## config.mk

```make
export PLATFORM = sky130hd
export DESIGN_NAME = ats_ram
export DESIGN_NICKNAME = d
export VERILOG_FILES = /design/src/rtl/core/ats_ram.sv
export SDC_FILE = /design/constraint.sdc
export NUM_CORES = 1
export LEC_CHECK = 0
export BUFFER_PORTS_ARGS = -buffer_cell sky130_fd_sc_hd__buf_4
export CAP_MARGIN = 20
export CORE_MARGIN = 10
export CORE_UTILIZATION = 35
export DETAILED_ROUTE_END_ITERATION = 16
export PLACE_DENSITY = 0.58
export RECOVER_POWER = 25
export SYNTH_ARGS = -nofsm -noshare
export SYNTH_HDL_FRONTEND = slang
export SYNTH_SLANG_ARGS = --single-unit
```

## constraint.sdc

```tcl
create_clock -name clk -period 4.9 [get_ports clk]
set_clock_uncertainty 0.1 [all_clocks]
set_input_delay 0.735 -clock clk [delete_from_list [all_inputs] [get_ports clk]]
set_output_delay 0.735 -clock clk [all_outputs]
set_load 0.01 [all_outputs]
```

## src/rtl/core/ats_ram.sv

```systemverilog
`timescale 1ns / 1ps

module ats_ram #(
    parameter int WIDTH = 8,
    parameter int DEPTH = 16
) (
    input  logic                                      clk,
    input  logic                                      we,
    input  logic [(DEPTH > 1 ? $clog2(DEPTH) : 1)-1:0] waddr,
    input  logic [WIDTH-1:0]                          wdata,
    input  logic [(DEPTH > 1 ? $clog2(DEPTH) : 1)-1:0] raddr,
    output logic [WIDTH-1:0]                          rdata
);

    logic [WIDTH-1:0] mem [DEPTH];
    logic [WIDTH-1:0] rdata_reg;

    always_ff @(posedge clk)
    begin
        if (we)
        begin
            mem[waddr] <= wdata;
        end
        rdata_reg <= mem[raddr];
    end

    assign rdata = rdata_reg;

endmodule

```

### After elaboration in Yosys (flattened, before gate mapping)

Memories as Yosys holds them, arrays and structs flattened. A register that Yosys moved wholly into a read port is not among the register bits.
Cells that the tools add are included.

* multiplexer cells: 2

Operators by type and width (number)
* $mux 1: 2

* memories kept: 1
* memory bits (writable): 128
* flip-flop bits (word level): 0
* output and inout bits: 8

Memories
* mem: words 16, bits a word 8, read ports 1, clocked after memory_dff 1, wr ports 1, RTL line 15 `logic [WIDTH-1:0] mem [DEPTH];`

### Depth between registers and ports, before layout

* depth after elaboration: 2
* mapped depth: 5

### Worst setup path before layout

No wires, ideal clock.

* path type: in2reg
* start: input waddr[2] in the netlist's numbering
* end: memory mem[0][0] (enable)
* setup time: 0.383 ns
* required time: 4.417 ns
* arrival time: 1.845 ns
* cell stages on the path: 2
* slack: 2.572 ns
* buffers on the path: 0
* cells stage by stage: or3b_2 > nor3_1

RTL lines
* from (decl): RTL line 9 `input logic [(DEPTH > 1 ? $clog2(DEPTH) : 1)-1:0] waddr,`
* to (decl): RTL line 15

Straight into the memory's write port.

==> summary.txt <==
Route
  • Total wire length: 10.0 mm
  • Initial DRC Count: 246
  • Antenna Violating Nets Remaining: 0
  • Vias/cell: 5.01
  • Wire per inst: 21.7 um
  • DRT Pass-1 Iters: 4
  • Drt drc: 0
  • Vias: 2,319

Timing
  • Fmax: 470 MHz
  • Worst-Margin Slew: 1.01 ns
  • Final WS setup: 2.77 ns
  • Final slew viol count: 0
  • Fin crit period: 2.13 ns
  • Setup TNS: 0 ns
  • Final Hold Vio Count: 0
  • RSZ-0062 raised after global routing: false
  • Endpoints failing setup: 0
  • Fin crit share: 43.4%
  • Worst slew margin: 32.2%

CTS
  • Clock transition at path regs: 0.06 ns
  • Post-CTS Setup Bufs: 0
  • Clock Latency Late Sink: 0.40 ns
  • CTS root buf: clkbuf_16
  • Cts bufs inserted: 17
  • Post-CTS Hold Buffers: 0
  • H-tree depth: 4
  • CTS Sinks: 136
  • Bufs on Longest Clock Path: 2
  • PostCTS Resize Cnt: 0
  • CTS tree: built

Power
  • Lkg Pwr: 0.00202 uW
  • Switching share of total power: 18.5%
  • Flop pwr share: 47.8%
  • Logic pwr share: 4.5%
  • Net Switching: 509 uW
  • Pwr dens: 449 mW/mm^2
  • VDD IR max: 324 uV
  • Clock share of power: 47.7%
  • P_int: 2230 uW

Floorplanning
  • Core Area: 0.0145 sq mm
  • # rows: 44
  • Starting Density: 35.6%
  • Die Area: 0.0200 sq mm
  • Die span in y: 141 um
  • I/O pins: 26
  • Die W: 141 um

Status
  • Outcome: completed

Setup path
  • R2r worst-path depth: 3
  • CP Cell Sequence: buf_4, mux4_1, a22oi_1, nand2_1
  • Slowest CP cell: mux4_1
  • Crit-path max FO: 32
  • Crit Path Category: in -> reg
  • Arr. time, crit path: 2.30 ns
  • Max incr delay on CP: 0.65 ns
  • Crit path required time: 5.07 ns
  • Worst setup EP type: flip-flop
  • CP Launch Type: input port
  • R2r setup slk: 3.39 ns

Cells and area
  • Filler cell count: 1,258
  • NumNets Final: 284
  • Ant. Diodes: 0
  • Sequential cell area: 0.00400 sq mm
  • Area of the multi-input gates: 0.00106 sq mm
  • Synthesis-to-finish area growth: 18.7%
  • Max reg flops: 128
  • Layout cells sized above 1: 25.8%

Placed design
  • Detail Placement HPWL: 6.35 mm
  • Port bufs: 25
  • RePlAce Congestion: 0.724
  • DP Worst Slack: 2.11 ns

Global route
  • First-pass GRT wire length: 15.4 mm
  • Initial antenna violation count: 0
  • Grt ovf: 0
  • Gr usage total: 10.5%
  • Largest net degree at the start of global routing: 33
  • Vias in the first global route: 2,457

Synthesis
  • Async S/R FF share, synth: 0%
  • #FFs+latches synth: 136
  • Count leader, synth: edfxtp_1
  • Ys flop type: edfxtp_1
  • Synth area leaders: edfxtp_1 (75%), mux4_2 (7.9%), mux4_1 (7.1%), dfxtp_1 (3.1%), a22oi_1 (2.3%)
  • Synth Instances: 229
  • Register area share after synthesis: 77.8%
  • Syn Std Cell Area: 0.00515 sq mm
  • Synth warn: 0
  • Syn Nets: 247
  • Post-synth EDFFs: 128
  • Synth Area per Inst: 22.5 sq um
  • Synth unique cells: 19
  • Top post-synthesis cells by count: edfxtp_1 (128), mux4_2 (18), a22oi_1 (16)
  • Synth area leader: edfxtp_1
  • Synth top area share: 74.7%

Hold path
  • Hold-critical path depth: 3
  • Worst Hold Class: reg -> reg

Run
  • Max_cap viols: 0
-- cell families after synthesis --
family,synth area share [%]
AOI/OAI and AO/OA,2.33
buffers and inverters,1.68
DFF,77.8
muxes,15.0
and+or+nand+nor,3.18
-- through the flow --
stage	hold WS (ns)	utilization, %	power, uW	std cells	cell area, sq um
6_report	0.562	42.2	2740	463	6110
5_1_grt	0.573	42.2	2830	463	6110
4_1_cts	0.534	42.3	2770	462	6130
3_5_place_dp	0.557	38.0	1460	430	5500
3_3_place_gp	0.551	37.9	1460	429	5490
2_1_floorplan	0.529	-	1400	229	5150
-- worst paths after layout --
check | end | from
worst max-delay path | rdata[5] | raddr[0]
worst min-delay path | rdata[1] | mem[4][1]
worst max register to register | rdata[5] | mem[9][5]
worst min register to register | rdata[1] | mem[4][1]
-- critical path, delay by kind of cell --
| kind | cells | cell delay, ns |
|---|---|---|
| simple gates | 1 | 0.09 |
| compound gates | 1 | 0.31 |
| mux | 1 | 0.65 |
| buf+inv | 1 | 0.48 |
-- layer usage --
metal	part of all wire (%)	vias up	global-route usage, %
met1	46	1198	14.4
met5	0	-	0
met4	0.37	0	3.26
met2	46	69	15.3
li1	-	1050	-
met3	7.3	2	3.84
-- placed cells by master (no fill, tap or decap), drive strengths merged, types with 2 or more instances in the layout --
| cell type | instances |
|---|---|
| edfxtp | 128 |
| mux4 | 32 |
| clkbuf | 32 |
| buf | 21 |
| a22oi | 16 |
| nor2 | 13 |
| nand2 | 9 |
| dfxtp | 8 |
| nor3 | 4 |
| bufinv | 3 |
| clkinv | 3 |
| nand3b | 2 |
| nand2b | 2 |
-- layout make-up --
class / instances / area share, %
Clock inverter: 7 / 1.84
Sequential cell: 136 / 65.5
Timing Repair Buffer: 28 / 3.07
Tap cell: 184 / 3.77
Multi-Input combinational cell: 83 / 17.4
Clock buffer: 25 / 8.43
-- power by group through the flow --
| stage | Clock, uW | Combinational [uW] | Sequential, uW |
|---|---|---|---|
| 6_report | 1310 | 122 | 1310 |
| 5_1_grt | 1390 | 135 | 1310 |
| 4_1_cts | 1330 | 128 | 1310 |
| 3_5_place_dp | 0 | 128 | 1330 |
| 3_3_place_gp | 0 | 126 | 1330 |
| 2_1_floorplan | 0 | 66.0 | 1330 |
Power figures use the tool's default switching activity.
