--- src/rtl/core/ats_pkg.sv ---
`timescale 1ns / 1ps

package ats_pkg;

    localparam int KIND_W      = 1;
    localparam int TILE_ID_W   = 16;
    localparam int TIME_W      = 32;
    localparam int FTILE_W     = 12;
    localparam int FDUR_W      = 16;
    localparam int PIX_W       = 14;
    localparam int CFG_IDX_W   = 2;
    localparam int CFG_DATA_W  = 9;
    localparam int SHEET_DIM_W = 7;
    localparam int TILE_DIM_W  = 9;
    localparam int DIV_W       = 32;
    localparam int DIV_STEP_W  = 6;

    localparam logic [KIND_W-1:0] KIND_APPEND = 1'b0;
    localparam logic [KIND_W-1:0] KIND_LOOKUP = 1'b1;

    localparam logic [CFG_IDX_W-1:0] REG_SHEET_COLUMNS = 2'd0;
    localparam logic [CFG_IDX_W-1:0] REG_SHEET_ROWS    = 2'd1;
    localparam logic [CFG_IDX_W-1:0] REG_TILE_WIDTH    = 2'd2;
    localparam logic [CFG_IDX_W-1:0] REG_TILE_HEIGHT   = 2'd3;

    typedef enum logic [3:0] {
        ST_CLEAR,
        ST_IDLE,
        ST_DIV_TILE,
        ST_TREAD,
        ST_TDATA,
        ST_DIV_TIME,
        ST_WALK_RD,
        ST_WALK_CHK,
        ST_DIV_POS,
        ST_OUT
    } state_t;

    typedef struct packed {
        logic                  start;
        logic [DIV_W-1:0]      dividend;
        logic [DIV_W-1:0]      divisor;
        logic [DIV_STEP_W-1:0] steps;
    } div_req_t;

    typedef struct packed {
        logic             busy;
        logic             done;
        logic [DIV_W-1:0] quo;
        logic [DIV_W-1:0] rem;
    } div_rsp_t;

endpackage

--- src/rtl/core/ats_div.sv ---
`timescale 1ns / 1ps

module ats_div (
    input  logic               clk,
    input  logic               rst_n,
    input  ats_pkg::div_req_t  req,
    output ats_pkg::div_rsp_t  rsp
);
    import ats_pkg::*;

    logic                  busy_reg;
    logic                  done_reg;
    logic [DIV_STEP_W-1:0] cnt_reg;
    logic [DIV_W-1:0]      dvd_reg;
    logic [DIV_W-1:0]      dvs_reg;
    logic [DIV_W-1:0]      quo_reg;
    logic [DIV_W-1:0]      rem_reg;
    logic [DIV_W:0]        trial;
    logic                  fits;
    logic [DIV_W-1:0]      rem_next;

    // restoring division, one quotient bit a cycle from the top of the dividend
    assign trial    = {rem_reg, dvd_reg[DIV_W-1]};
    assign fits     = trial >= {1'b0, dvs_reg};
    assign rem_next = fits ? DIV_W'(trial - {1'b0, dvs_reg}) : DIV_W'(trial);

    always_ff @(posedge clk or negedge rst_n)
    begin
        if (!rst_n)
        begin
            busy_reg <= 1'b0;
            done_reg <= 1'b0;
            cnt_reg  <= '0;
        end
        else
        begin
            done_reg <= 1'b0;
            if (req.start && !busy_reg)
            begin
                busy_reg <= 1'b1;
                cnt_reg  <= req.steps;
            end
            else if (busy_reg)
            begin
                cnt_reg <= cnt_reg - 1'b1;
                if (cnt_reg == DIV_STEP_W'(1))
                begin
                    busy_reg <= 1'b0;
                    done_reg <= 1'b1;
                end
            end
        end
    end

    always_ff @(posedge clk)
    begin
        if (req.start && !busy_reg)
        begin
            dvd_reg <= req.dividend;
            dvs_reg <= req.divisor;
            quo_reg <= '0;
            rem_reg <= '0;
        end
        else if (busy_reg)
        begin
            dvd_reg <= {dvd_reg[DIV_W-2:0], 1'b0};
            quo_reg <= {quo_reg[DIV_W-2:0], fits};
            rem_reg <= rem_next;
        end
    end

    assign rsp.busy = busy_reg;
    assign rsp.done = done_reg;
    assign rsp.quo  = quo_reg;
    assign rsp.rem  = rem_reg;

endmodule

--- config.mk ---
export PLATFORM = sky130hd
export DESIGN_NAME = ats_div
export DESIGN_NICKNAME = d
export VERILOG_FILES = /design/src/rtl/core/ats_pkg.sv /design/src/rtl/core/ats_div.sv
export SDC_FILE = /design/constraint.sdc
export NUM_CORES = 1
export LEC_CHECK = 0
export BUFFER_PORTS_ARGS = -buffer_cell sky130_fd_sc_hd__buf_2
export CORE_UTILIZATION = 40
export DETAILED_ROUTE_END_ITERATION = 16
export GPL_TIMING_DRIVEN = 0
export HOLD_SLACK_MARGIN = 0.03
export PLACE_DENSITY = 0.59
export SYNTH_ARGS = -nofsm -noshare
export SYNTH_HDL_FRONTEND = slang
export SYNTH_SLANG_ARGS = --single-unit
export TNS_END_PERCENT = 1
--- constraint.sdc ---
create_clock -name clk -period 7.2 [get_ports clk]
set_clock_uncertainty 0.1 [all_clocks]
set_input_delay 0.72 -clock clk [delete_from_list [all_inputs] [get_ports clk]]
set_output_delay 0.72 -clock clk [all_outputs]
set_load 0.02 [all_outputs]
# Yosys cells after proc, flatten, opt, wreduce, memory -nomap -nowiden

Cells that the tools add are included.

Output and inout port bits: 66
Input bits: 73
Flip-flop bits (word level): 136

Equal/unequal tests: 1
Magnitude comparators: 1
Multiplexer cells: 11
$add $sub $neg: 2
Reductions and logical operators: 3

Operator list:

| cell                                                               | number |
|---|---|
| 32-bit 2-to-1 mux                                                  | 3 |
| 33-bit by 32-bit greater-or-equal comparator with 1-bit output     | 1 |
| 32-bit subtractor                                                  | 1 |
| 6-bit 2-to-1 mux                                                   | 2 |
| 6-bit by 1-bit == test with 1-bit output, second input constant    | 1 |
| 1-bit 2-to-1 mux                                                   | 6 |
| 6-bit by 1-bit subtractor with 6-bit output, second input constant | 1 |
| 2-bit nonzero test                                                 | 1 |
| 1-bit logical AND                                                  | 1 |
| 1-bit zero test                                                    | 1 |

# Logic depth before layout (Yosys ltp)

Gate-level depths: netlist of run 1.

Depth after elaboration: 4
Gate-level depth with buffers: 15

# Least setup slack after synthesis of run 1

OpenSTA, ideal clock, no wires.

Path type: input to register
Start: input req[70] (netlist bit)
End: register dvd_reg[23] (data pin)
Arrival time: 2.854 ns
Slack: 3.984 ns
Library setup time: 0.261 ns
Buffers on the path: 3
Stages on the path: 5
Cell sequence: clkbuf_1 -> nor2b_1 -> clkbuf_1 -> clkbuf_1 -> mux2_2

Cells in the longest elaborated chain, start to end: 2

RTL lines:

| item                 | line          | RTL |
|---|---|---|
| start, declared      | ats_div.sv:6  | `input ats_pkg::div_req_t req,` |
| 1-bit logical AND    | ats_div.sv:57 | `if (req.start && !busy_reg)` |
| 32-bit 2-to-1 mux    | ats_div.sv:57 |  |
| end signal, assigned | ats_div.sv:59 | `dvd_reg <= req.dividend;` |
| end signal, assigned | ats_div.sv:66 | `dvd_reg <= {dvd_reg[DIV_W-2:0], 1'b0};` |
| end, declared        | ats_div.sv:14 | `logic [DIV_W-1:0] dvd_reg;` |

Every way passes these cells.
A chain may end at the register's enable or synchronous reset.

# Worst setup path in the final report of run 1

Start: register dvd_reg[31]
End: register rem_reg[28]

Cells in the longest elaborated chain, start to end: 2

RTL lines:

| item                                                                                                | line                         | RTL |
|---|---|---|
| 32-bit subtractor or 33-bit by 32-bit greater-or-equal comparator with 1-bit output (tied branches) | ats_div.sv:25, ats_div.sv:24 |  |
| 32-bit 2-to-1 mux *                                                                                 | ats_div.sv:25                | `assign rem_next = fits ? DIV_W'(trial - {1'b0, dvs_reg}) : DIV_W'(trial);` |
| end signal, assigned                                                                                | ats_div.sv:68                | `rem_reg <= rem_next;` |
| end, declared                                                                                       | ats_div.sv:17                | `logic [DIV_W-1:0] rem_reg;` |

Every way passes the cells marked *; elsewhere a longest branch is shown, timed or not.

==> results.tsv, run 1 <==
stage	metric	value	unit
floorplanning	Die X	136.0	microns
timing	PnR worst setup slack	4.084	ns
clock_tree	CTS tree	built	
timing	fmax	320.9	MHz
pwr	Max IR drop VDD	0.2214	mV
timing	Slew Viols, Final	0	
global_route	GR Overflow Total	0	
logic_synthesis	ys flop type	edfxtp_1	
timing	worst slew pin tran	1.213	ns
logic_synthesis	synth warn	0	
logic_synthesis	Post-synth ARST share	5.882	%
clock_tree	Setup Fix Bufs, Post-CTS	0	
layout	area grow syn2layout	21.96	%
route	DRT iter0 DRCs	300	
placed_design	dpl hpwl	13.17	mm
floorplanning	Die H	136.0	microns
route	# DRC	0	
logic_synthesis	area of the mapped netlist	7186	sq um
pwr	Leakage Power	3.980	nW
timing	# setup viols final	0	
logic_synthesis	dominant cells by area after synthesis	edfxtp_1 (27%), dfxtp_1 (18%), ha_1 (5.9%), mux2_2 (5.0%), nand2_1 (4.2%)	
floorplanning	Initial Util	41.26	%
route	First-pass DRT Iterations	5	
critical_path	crit-path max FO	4	
floorplanning	core area	17420	sq um
global_route	initial antenna violation count	1	
timing	Fin. Hold Viols	0	
placed_design	gp weighted congestion	0.9211	
worst_hold_path	Hold Crit Class	flop to flop	
route	routed via count	5794	
logic_synthesis	Yosys reg bits	136	
worst_hold_path	worst hold start	quo_reg[0]	
global_route	Tot GR Track Use	19.96	%
logic_synthesis	top-area cell type share of the netlist area	26.75	%
clock_tree	CTS H-tree lvls	4	
clock_tree	clock buffer depth	2	
logic_synthesis	syn_area_per_cell	9.939	sq um
timing	RSZ-0062 raised after global routing	false	
layout	layout cell share with drive strength beyond 1	25.84	%
worst_hold_path	hold path depth	2	
placed_design	Place WS	3.928	ns
route	post-route ant nets	0	
status	status	finished clean	
layout	Filler cells	1671	
timing	period utilization	43.28	%
critical_path	reg2reg end	rem_reg[28]	
layout	most frequent cells in the layout	buf_2 (152), nand2_1 (81), edfxtp_1 (64), dfxtp_1 (64), o21ai_0 (54)	
critical_path	reg2reg setup slack	4.08	ns
pwr	P per Cell Area	495.5	nW/um^2
clock_tree	Clock Sinks	136	
critical_path	worst reg2reg path depth	12	
clock_tree	Root Driver	clkbuf_16	
layout	nets	989	
critical_path	crit end category	flop	
layout	area of the multi-input gates	3421	sq um
route	Wirelength per Cell	15.94	microns
logic_synthesis	sequential area share after synthesis	47.36	%
route	vias per inst	5.169	
worst_hold_path	hold endpoint	quo_reg[0]	
clock_tree	Post-CTS Hold Fix Bufs	1	
clock_tree	clock latency on the worst-skew pair	0.42	ns
layout	Seq. cell area	3403	sq um
placed_design	quantity of I/O buffers inserted on ports	137	
global_route	first-pass GRT wire length	28.57	mm
floorplanning	Rows	48	
clock_tree	total CTS buffers	17	
logic_synthesis	synthesized instance count	723	
logic_synthesis	cell taking the most area after synthesis	edfxtp_1	
critical_path	Critical Path RT	7.45	ns
timing	post-route minimum period	3.116	ns
flow_run	Max Cap Viol	0	
timing	setup TNS	0	ns
logic_synthesis	Post-Syn Nets	831	
critical_path	Crit Path Class	flop to flop	
floorplanning	Total Die Area	18500	sq um
route	final wirelength	17.87	mm
clock_tree	clock slew at reported path FFs	0.06	ns
layout	commonest non-fill, non-tap cell in the layout	buf_2	
global_route	vias in the first global route	5613	
timing	worst relative slew slack	19.04	%
logic_synthesis	Post-synth EDFFs	64	
global_route	largest net degree at the start of global routing	33	
logic_synthesis	Netlist cell types	64	
floorplanning	IO Pins	139	
critical_path	Startpoint Class	flop	
critical_path	crit path DAT	3.37	ns
clock_tree	CTS resizes	0	
critical_path	worst r2r src	dvd_reg[31]	
metal layers:
metal  wire (microns)  vias up  GRT usage (%)
li1                 -     2929              -
met1             8354     2712          25.38
met2             8012      137          31.50
met3             1276       16          7.047
met4              229        0          6.235
met5                0        -              0
kinds of logic (layout without fill, tap and decap cells):
family | after synthesis | after routing | synth area share, %
muxes | 35 | 35 | 5.450
xor gates and xnor gates | 28 | 28 | 3.413
DFF | 136 | 136 | 47.36
adders and majority gates | 35 | 35 | 6.199
other | 0 | 2 | 0
and+or+nand+nor | 184 | 184 | 12.62
buffers and inverters | 85 | 256 | 5.032
AOI/OAI and AO/OA | 220 | 220 | 19.92
worst max-delay path by stage:
stage                        to  cells after the start  slack (ns)         from
finish              rem_reg[28]                     12        4.08  dvd_reg[31]
global route        rem_reg[28]                     11        3.90   dvs_reg[9]
CTS                 rem_reg[28]                     12        4.09  dvd_reg[31]
detailed placement  dvd_reg[21]                      4        3.93      req[70]
global placement    dvd_reg[26]                      5        2.98      req[70]
floorplan           dvd_reg[23]                      5        3.98      req[70]
synth_stat cells, drive strengths merged (19+ instances only):
cell type,instances
a22o,25
buf,19
nor2,19
clkbuf,25
nand2,82
ha,34
a21oi,32
nand2b,37
mux2,33
a21o,23
edfxtp,64
dfxtp,64
inv,41
o21ai,87
where the power goes:
| part | switching (mW) | internal, mW | total [mW] |
|---|---|---|---|
| sequential | 0.219 | 1.15 | 1.37 |
| combinational | 1.22 | 0.902 | 2.12 |
| clock | 0.375 | 0.476 | 0.850 |
metrics by stage:
step | instance area, sq um | cells | hold slack (ns) | total power, mW | utilization, %
3_3_place_gp | 8153 | 1085 | 0.3449 | 3.487 | 46.81
5_1_grt | 8758 | 1119 | 0.3481 | 4.662 | 50.29
4_1_cts | 8758 | 1119 | 0.3451 | 4.376 | 50.29
6_report | 8763 | 1121 | 0.3574 | 4.342 | 50.32
2_1_floorplan | 7186 | 723 | 0.3244 | 2.914 | -
3_5_place_dp | 8174 | 1086 | 0.3516 | 3.500 | 46.93
worst max-delay path, stage by stage, from the launching register on:
cell	delay, ns
edfxtp_1	0.38
inv_1	0.07
ha_1	0.18
fa_1	0.21
nor2b_1	0.06
o31a_1	0.28
o311a_1	0.39
o21ai_2	0.16
a21boi_1	0.12
or4_1	0.52
nand3_1	0.12
mux2_1	0.33
o21ai_1	0.11
final cells by class:
cell class / count / area share (%)
sequential: 136 / 38.83
tap: 225 / 3.212
buffer: 44 / 2.384
multi-input combinational: 502 / 39.03
inverter: 41 / 1.756
timing repair buffer: 139 / 8.167
clock inverter: 14 / 1.413
clock buffer: 18 / 5.140
antenna: 2 / 0.05711
Power figures use the tool's default switching activity.
==> inputs of run 2 (changes only) <==
--- a/config.mk
+++ b/config.mk
@@ -5,12 +5,13 @@
 export SDC_FILE = /design/constraint.sdc
 export NUM_CORES = 1
 export LEC_CHECK = 0
+export ABC_AREA = 1
 export BUFFER_PORTS_ARGS = -buffer_cell sky130_fd_sc_hd__buf_2
 export CORE_UTILIZATION = 40
 export DETAILED_ROUTE_END_ITERATION = 16
 export GPL_TIMING_DRIVEN = 0
 export HOLD_SLACK_MARGIN = 0.03
-export PLACE_DENSITY = 0.59
+export PLACE_DENSITY = 0.58
 export SYNTH_ARGS = -nofsm -noshare
 export SYNTH_HDL_FRONTEND = slang
 export SYNTH_SLANG_ARGS = --single-unit
==> constraint.sdc (replaced) <==
create_clock -name clk -period 3 [get_ports clk]
set_clock_uncertainty 0.1 [all_clocks]
set_input_delay 0.3 -clock clk [delete_from_list [all_inputs] [get_ports clk]]
set_output_delay 0.3 -clock clk [all_outputs]
set_load 0.02 [all_outputs]
==> run 2 against run 1 <==
Net effect:
- cell count is 43% higher
- clock power grew to 2.5 times the previous value
- critical endpoint is now rem_reg[11]
- via count is 27% higher
==> results.tsv, run 2 <==
stage	metric	value	unit	change
critical_path	crit path max-delay cell type	ha_1		
global_route	vias in the first global route	7133		+27%
timing	fmax	392.4	MHz	+22%
logic_synthesis	cell taking the most area after synthesis	edfxtp_1		
critical_path	most frequent CP cell	nand2_1		
clock_tree	clock latency on the worst-skew pair	0.43	ns	about the same
timing	post-route minimum period	2.548	ns	-0.5678 ns
floorplanning	Rows	51		+6.3%
pwr	P per Cell Area	1124	nW/um^2	+130%
placed_design	dpl hpwl	16.48	mm	+25%
layout	most frequent cells in the layout	nand2_1 (479), inv_1 (204), buf_2 (143)		
global_route	largest net degree at the start of global routing	33		unchanged
layout	commonest non-fill, non-tap cell in the layout	nand2_1		
critical_path	CP max stage delay	0.42	ns	-0.10 ns
clock_tree	clock buffer depth	2		unchanged
critical_path	crit path cell chain	ha_1 > nand2_1 > inv_1 > nand2_1 > nand2_1 > nand2_1 > nand2_1 > nand2_1 > nand2_1 > nor2_4 > buf_2 > nand3b_1 > nand3_1 > nand2_1		
critical_path	worst r2r src	rem_reg[18]		
clock_tree	Root Driver	clkbuf_16		
route	Wirelength per Cell	13.39	microns	-16%
critical_path	crit-path max FO	10		+6
global_route	GR Overflow Total	0		unchanged
pwr	sequential power share	28.3	%	-3.2 points
logic_synthesis	Yosys reg bits	136		unchanged
critical_path	reg2reg setup slack	0.45	ns	-3.63 ns
global_route	Tot GR Track Use	22.37	%	+2.4 points
pwr	combinational share of power	52.8	%	+3.9 points
timing	Slew Viols, Final	0		unchanged
logic_synthesis	Netlist cell types	36		-44%
logic_synthesis	dominant cells by area after synthesis	edfxtp_1 (24%), nand2_1 (23%), dfxtp_1 (16%), inv_1 (9.6%), ha_1 (5.3%)		
floorplanning	core area	19530	sq um	+12%
route	First-pass DRT Iterations	5		unchanged
layout	nets	1437		+45%
clock_tree	CTS resizes	0		unchanged
logic_synthesis	most common cell in the netlist	nand2_1		
route	routed via count	7334		+27%
floorplanning	Initial Util	40.84	%	-0.41 points
layout	layout cell share with drive strength beyond 1	15.28	%	-11 points
logic_synthesis	synth warn	0		unchanged
critical_path	Startpoint Class	flop		
floorplanning	IO Pins	139		unchanged
clock_tree	Setup Fix Bufs, Post-CTS	0		unchanged
layout	area grow syn2layout	26.28	%	
route	post-route ant nets	0		unchanged
pwr	sw frac	46.21	%	+4.4 points
timing	setup TNS	0	ns	unchanged
flow_run	Max Cap Viol	0		unchanged
worst_hold_path	worst hold start	req[64]		
clock_tree	clock slew at reported path FFs	0.07	ns	about the same
pwr	sw power	5.230	mW	+190%
clock_tree	total CTS buffers	17		unchanged
layout	Final Core Density	51.58	%	+1.3 points
route	# DRC	0		unchanged
route	final wirelength	21.52	mm	+20%
clock_tree	CTS H-tree lvls	4		unchanged
placed_design	gp weighted congestion	0.9402		+2.1%
logic_synthesis	top-area cell type share of the netlist area	24.10	%	-2.6 points
logic_synthesis	ys flop type	edfxtp_1		
floorplanning	Die X	143.2	microns	+5.3%
status	status	finished clean		
pwr	Max IR drop VDD	0.6322	mV	+190%
logic_synthesis	Post-synth ARST share	5.882	%	unchanged
floorplanning	Die H	143.2	microns	+5.3%
timing	worst slew pin tran	0.7555	ns	-0.4576 ns
timing	worst relative slew slack	49.63	%	+31 points
logic_synthesis	Post-synth EDFFs	64		unchanged
layout	ant diodes	0		-2
worst_hold_path	hold path depth	3		+1
clock_tree	CTS tree	built		
route	vias per inst	4.564		-12%
logic_synthesis	area of the mapped netlist	7975	sq um	+11%
critical_path	crit end category	flop		
pwr	Leakage Power	5.429	nW	+36%
critical_path	Critical Path RT	3.22	ns	-4.23 ns
timing	# setup viols final	0		unchanged
pwr	Clk pwr share	18.9	%	-0.7 points
layout	Filler cells	2037		+22%
timing	Fin. Hold Viols	0		unchanged
global_route	first-pass GRT wire length	34.95	mm	+22%
timing	RSZ-0062 raised after global routing	false		
placed_design	quantity of I/O buffers inserted on ports	138		+0.73%
timing	Fin Hold WS	0.04080	ns	-0.3166 ns
pwr	Pint	6.087	mW	+140%
logic_synthesis	sequential area share after synthesis	42.67	%	-4.7 points
logic_synthesis	most frequent cells after synthesis	nand2_1 (479), inv_1 (204), dfxtp_1 (64), edfxtp_1 (64), nand3_1 (58)		
floorplanning	Total Die Area	20510	sq um	+11%
clock_tree	Clock Sinks	136		unchanged
critical_path	Crit. Startpoint	rem_reg[18]		
critical_path	worst reg2reg path depth	14		+2
global_route	initial antenna violation count	0		-1
route	DRT iter0 DRCs	358		+19%
timing	period utilization	84.95	%	+42 points
critical_path	Crit Path Class	flop to flop		
critical_path	crit path DAT	2.77	ns	-0.60 ns
logic_synthesis	syn_area_per_cell	7.076	sq um	-29%
worst_hold_path	Hold Crit Class	primary input to flop		
logic_synthesis	synthesized instance count	1127		+56%
logic_synthesis	Post-Syn Nets	1235		+49%
clock_tree	Post-CTS Hold Fix Bufs	43		+42
## run 2: cell types whose count changed in the layout (fill, tap and decap cells not counted), sizes merged, moves of 34 or more
| cell | change |
|---|---|
| nor2 | +34 |
| o21ai | -84 |
| dlygate4sd3 | +42 |
| nand2 | +401 |
| inv | +168 |
| nand3 | +56 |
| nand2b | -37 |
## run 2: critical path: cells and delay by family, from the launching register on
family                     cells  cell delay (ns)
adders and majority gates      1             0.42
buffers and inverters          2             0.37
DFF                            1             0.35
and+or+nand+nor               11             1.21
## run 2: logic make-up (layout without fill, tap and decap cells)
family	count (synthesis)	in the layout	share of synthesized area [%]
and+or+nand+nor	639	639	33.65
AOI/OAI and AO/OA	54	54	4.063
buffers and inverters	244	459	11.94
adders and majority gates	35	35	5.585
xor gates and xnor gates	19	19	2.087
DFF	136	136	42.67
## run 2: final cells by class
class	count	area [sq um]	share of cell area, %
tap	265	331.6	3.292
buffer	31	155.1	1.541
clock buffer	18	450.4	4.473
multi-input combinational	747	3620	35.94
inverter	213	799.5	7.939
clock inverter	14	150.1	1.491
sequential	136	3403	33.79
timing repair buffer	183	1161	11.53
## run 2: path summary, 6_finish.rpt
check	end
worst max-delay path	rem_reg[11]
worst min-delay path	dvd_reg[26]
worst max register to register	rem_reg[11]
worst min register to register	rem_reg[5]
max in group asynchronous	cnt_reg[3]
min in group asynchronous	cnt_reg[2]
## run 2: through the flow
stage	setup slack, ns	std cells	area [sq um]	total power, mW
after detailed placement	0.5130	1532	9040	9.159
after global placement	0.07837	1530	8997	9.094
after CTS	0.4988	1607	10070	11.38
after global routing	0.2848	1607	10070	12.33
final	0.4516	1607	10070	11.32
after floorplan	0.8578	1127	7975	7.493
## run 2: metal layers
metal	up-vias	part of all wire, %	track usage [%]
met1	3268	47	28.38
met4	0	1.7	6.621
met5	-	0	0
met3	22	5.5	5.533
met2	165	46	37.38
li1	3879	-	-
## run 2: power by group through the flow
| stage | combinational, mW | sequential (mW) | clock, mW |
|---|---|---|---|
| 2_1_floorplan | 3.77 | 3.72 | 0 |
| 3_3_place_gp | 5.87 | 3.22 | 0 |
| 3_5_place_dp | 5.93 | 3.23 | 0 |
| 4_1_cts | 6.01 | 3.21 | 2.17 |
| 5_1_grt | 6.79 | 3.31 | 2.24 |
| 6_report | 5.98 | 3.20 | 2.14 |
==> inputs of run 3 (changes only) <==
--- a/config.mk
+++ b/config.mk
@@ -11,7 +11,7 @@
 export DETAILED_ROUTE_END_ITERATION = 16
 export GPL_TIMING_DRIVEN = 0
 export HOLD_SLACK_MARGIN = 0.03
-export PLACE_DENSITY = 0.58
+export PLACE_DENSITY = 0.61
 export SYNTH_ARGS = -nofsm -noshare
 export SYNTH_HDL_FRONTEND = slang
 export SYNTH_SLANG_ARGS = --single-unit
==> constraint.sdc (replaced) <==
create_clock -name clk -period 2.18 [get_ports clk]
set_clock_uncertainty 0.1 [all_clocks]
set_input_delay 0.218 -clock clk [delete_from_list [all_inputs] [get_ports clk]]
set_output_delay 0.218 -clock clk [all_outputs]
set_load 0.02 [all_outputs]
==> run 3 against run 2 <==
Net effect:
- the flow now finishes with violations (negative setup slack)
- clock-buffer cell count did not move
- core utilization rose by 6.7 points
- critical endpoint unchanged
- sequential share of layout area fell by 3.8 points
- largest power group unchanged
- global-route usage rose by 1.4 points
- non-clock buffer count rose by 57
- fmax rose by 14%
==> results.tsv, run 3 (synthesis results as in run 2) <==
stage	metric	value	unit	change
status	status	finished with violations		
status	violated checks	negative setup slack		
global_route	GR Overflow Total	0		unchanged
layout	area grow syn2layout	42.58	%	
placed_design	gp weighted congestion	0.9419		+0.18%
timing	fmax	447.2	MHz	+14%
timing	worst relative slew slack	46.22	%	-3.4 points
floorplanning	Die H	143.2	microns	unchanged
route	DRT iter0 DRCs	374		+4.5%
placed_design	quantity of I/O buffers inserted on ports	138		unchanged
pwr	Max IR drop VDD	1.047	mV	+66%
layout	ant diodes	0		unchanged
route	final wirelength	24.03	mm	+12%
global_route	first-pass GRT wire length	37.32	mm	+6.8%
layout	layout cell share with drive strength beyond 1	25.95	%	+11 points
floorplanning	Die X	143.2	microns	unchanged
placed_design	Placed Area	9040	sq um	unchanged
floorplanning	Initial Util	40.84	%	unchanged
clock_tree	clock slew at reported path FFs	0.07	ns	about the same
layout	commonest non-fill, non-tap cell in the layout	nand2_1		
timing	period utilization	102.6	%	+18 points
route	wire length on met1	10.97	mm	+9.2%
route	# DRC	0		unchanged
critical_path	crit-path max FO	8		-2
clock_tree	Clock Sinks	136		unchanged
clock_tree	clock buffer depth	2		unchanged
global_route	Tot GR Track Use	23.78	%	+1.4 points
layout	Filler cells	1830		-10%
timing	RSZ-0062 raised after global routing	true		
timing	Slew Viols, Final	0		unchanged
critical_path	reg2reg end	rem_reg[11]		
critical_path	Startpoint Class	flop		
clock_tree	CTS H-tree lvls	4		unchanged
route	First-pass DRT Iterations	6		+1
layout	most frequent cells in the layout	nand2_1 (424), inv_1 (190), buf_2 (139)		
critical_path	worst reg2reg path depth	12		-2
pwr	Leakage Power	5.804	nW	+6.9%
timing	Fin. Hold Viols	0		unchanged
floorplanning	core area	19530	sq um	unchanged
critical_path	worst r2r src	dvs_reg[17]		
critical_path	crit path DAT	2.46	ns	-0.31 ns
critical_path	crit end category	flop		
timing	post-route minimum period	2.236	ns	-0.3124 ns
worst_hold_path	Hold Crit Class	primary input to asynchronous set/reset pin		
route	routed via count	7648		+4.3%
critical_path	Critical Path RT	2.40	ns	-0.82 ns
global_route	initial antenna violation count	0		unchanged
route	post-route ant nets	0		unchanged
clock_tree	total CTS buffers	17		unchanged
timing	PnR worst setup slack	-0.05601	ns	-0.5076 ns
timing	worst slew pin tran	0.8067	ns	+0.05114 ns
critical_path	Crit Path Class	flop to flop		
clock_tree	clock latency on the worst-skew pair	0.43	ns	about the same
floorplanning	Rows	51		unchanged
pwr	P per Cell Area	1560	nW/um^2	+39%
route	Wirelength per Cell	14.44	microns	+7.8%
global_route	vias in the first global route	7631		+7.0%
clock_tree	Root Driver	clkbuf_16		
placed_design	dpl hpwl	16.50	mm	+0.17%
route	Top Metal Used	met4		
route	DR WL met3	1.212	mm	+3.0%
critical_path	reg2reg setup slack	-0.06	ns	-0.51 ns
global_route	largest net degree at the start of global routing	41		+24%
flow_run	Max Cap Viol	0		unchanged
floorplanning	Total Die Area	20510	sq um	unchanged
layout	nets	1494		+4.0%
layout	Final Cell Area	11370	sq um	+13%
timing	# setup viols final	28		+28
route	vias per inst	4.596		+0.71%
pwr	Final Power	17.73	mW	+57%
route	Met2 Wirelength	11.37	mm	+14%
clock_tree	CTS tree	built		
floorplanning	IO Pins	139		unchanged
[run 3: changes by cell type in the layout (fill, tap and decap cells not counted), moves of 10 or more]
| cell | delta |
|---|---|
| nand2_1 | -55 |
| nand2_2 | +46 |
| ha_1 | -29 |
| ha_4 | +29 |
| dlygate4sd3_1 | +28 |
| buf_4 | +26 |
| inv_1 | -14 |
| inv_2 | +14 |
| nor2_4 | +10 |
[run 3: final cells by class]
type,count,area [sq um],share of cell area [%]
repair buffers,241,1740,15.31
clock buffers,18,450.4,3.961
plain buffers,30,180.2,1.585
flip-flops and latches,136,3412,30.01
multi-input cells,747,4328,38.06
well taps,265,331.6,2.916
inverters,213,799.5,7.031
clock inverters,14,128.9,1.133
[run 3: per-layer routing]
metal  GRT usage [%]  vias up
met4           7.753        0
met5               0        -
met3           5.399       33
li1                -     3985
met2           40.18      180
met1           29.81     3450
[run 3: where the power goes]
group	internal [mW]	switching, mW	leakage, nW
registers	3.83	0.746	1.29
logic	4.20	6.08	4.22
clock network	1.58	1.30	0.291
total	9.61	8.13	5.80
[run 3: worst max-delay path: stages (launching register included)]
cell      delay [ns]
edfxtp_1        0.33
inv_1           0.07
ha_4            0.31
nand2_4         0.08
nor2_4          0.12
nand2_2         0.09
nor4_4          0.28
nand2_4         0.16
nand2_8         0.19
buf_8           0.16
nand2_1         0.07
nand3_2         0.09
nand2_1         0.06
[run 3: what timing repair did]
item                                    4_1_cts  5_1_grt
hold buffers                                 71        0
pin swaps                                     6       41
cloned                                        0        4
setup buffers                                12       14
hold endpoints to repair                     78        0
endpoints found under the setup margin       33       33
resized for setup                            74       93
[run 3: worst max path at each step]
stage             endpoint  cells after the start   startpoint  slack [ns]
6_report       rem_reg[11]                     12  dvs_reg[17]       -0.06
5_1_grt        rem_reg[11]                     13  dvs_reg[29]       -0.12
4_1_cts        rem_reg[26]                     18  dvs_reg[20]      -0.004
3_5_place_dp   rem_reg[11]                     14  rem_reg[18]       -0.32
3_3_place_gp   dvs_reg[29]                      2     busy_reg       -0.71
2_1_floorplan   dvs_reg[0]                      2     busy_reg        0.04
[run 3: stage by stage]
step	worst slack (ns)	setup TNS, ns	utilization (%)	hold WS [ns]	instances
finish	-0.05601	-0.7276	58.23	0.07100	1664
global route	-0.1189	-3.126	58.23	0.07851	1664
CTS	-0.004270	-0.004270	55.63	0.06167	1647
detailed placement	-0.3210	-7.216	46.30	-0.02443	1532
global placement	-0.7070	-55.76	46.08	-0.02303	1530
floorplan	0.03775	0	-	-0.1776	1127
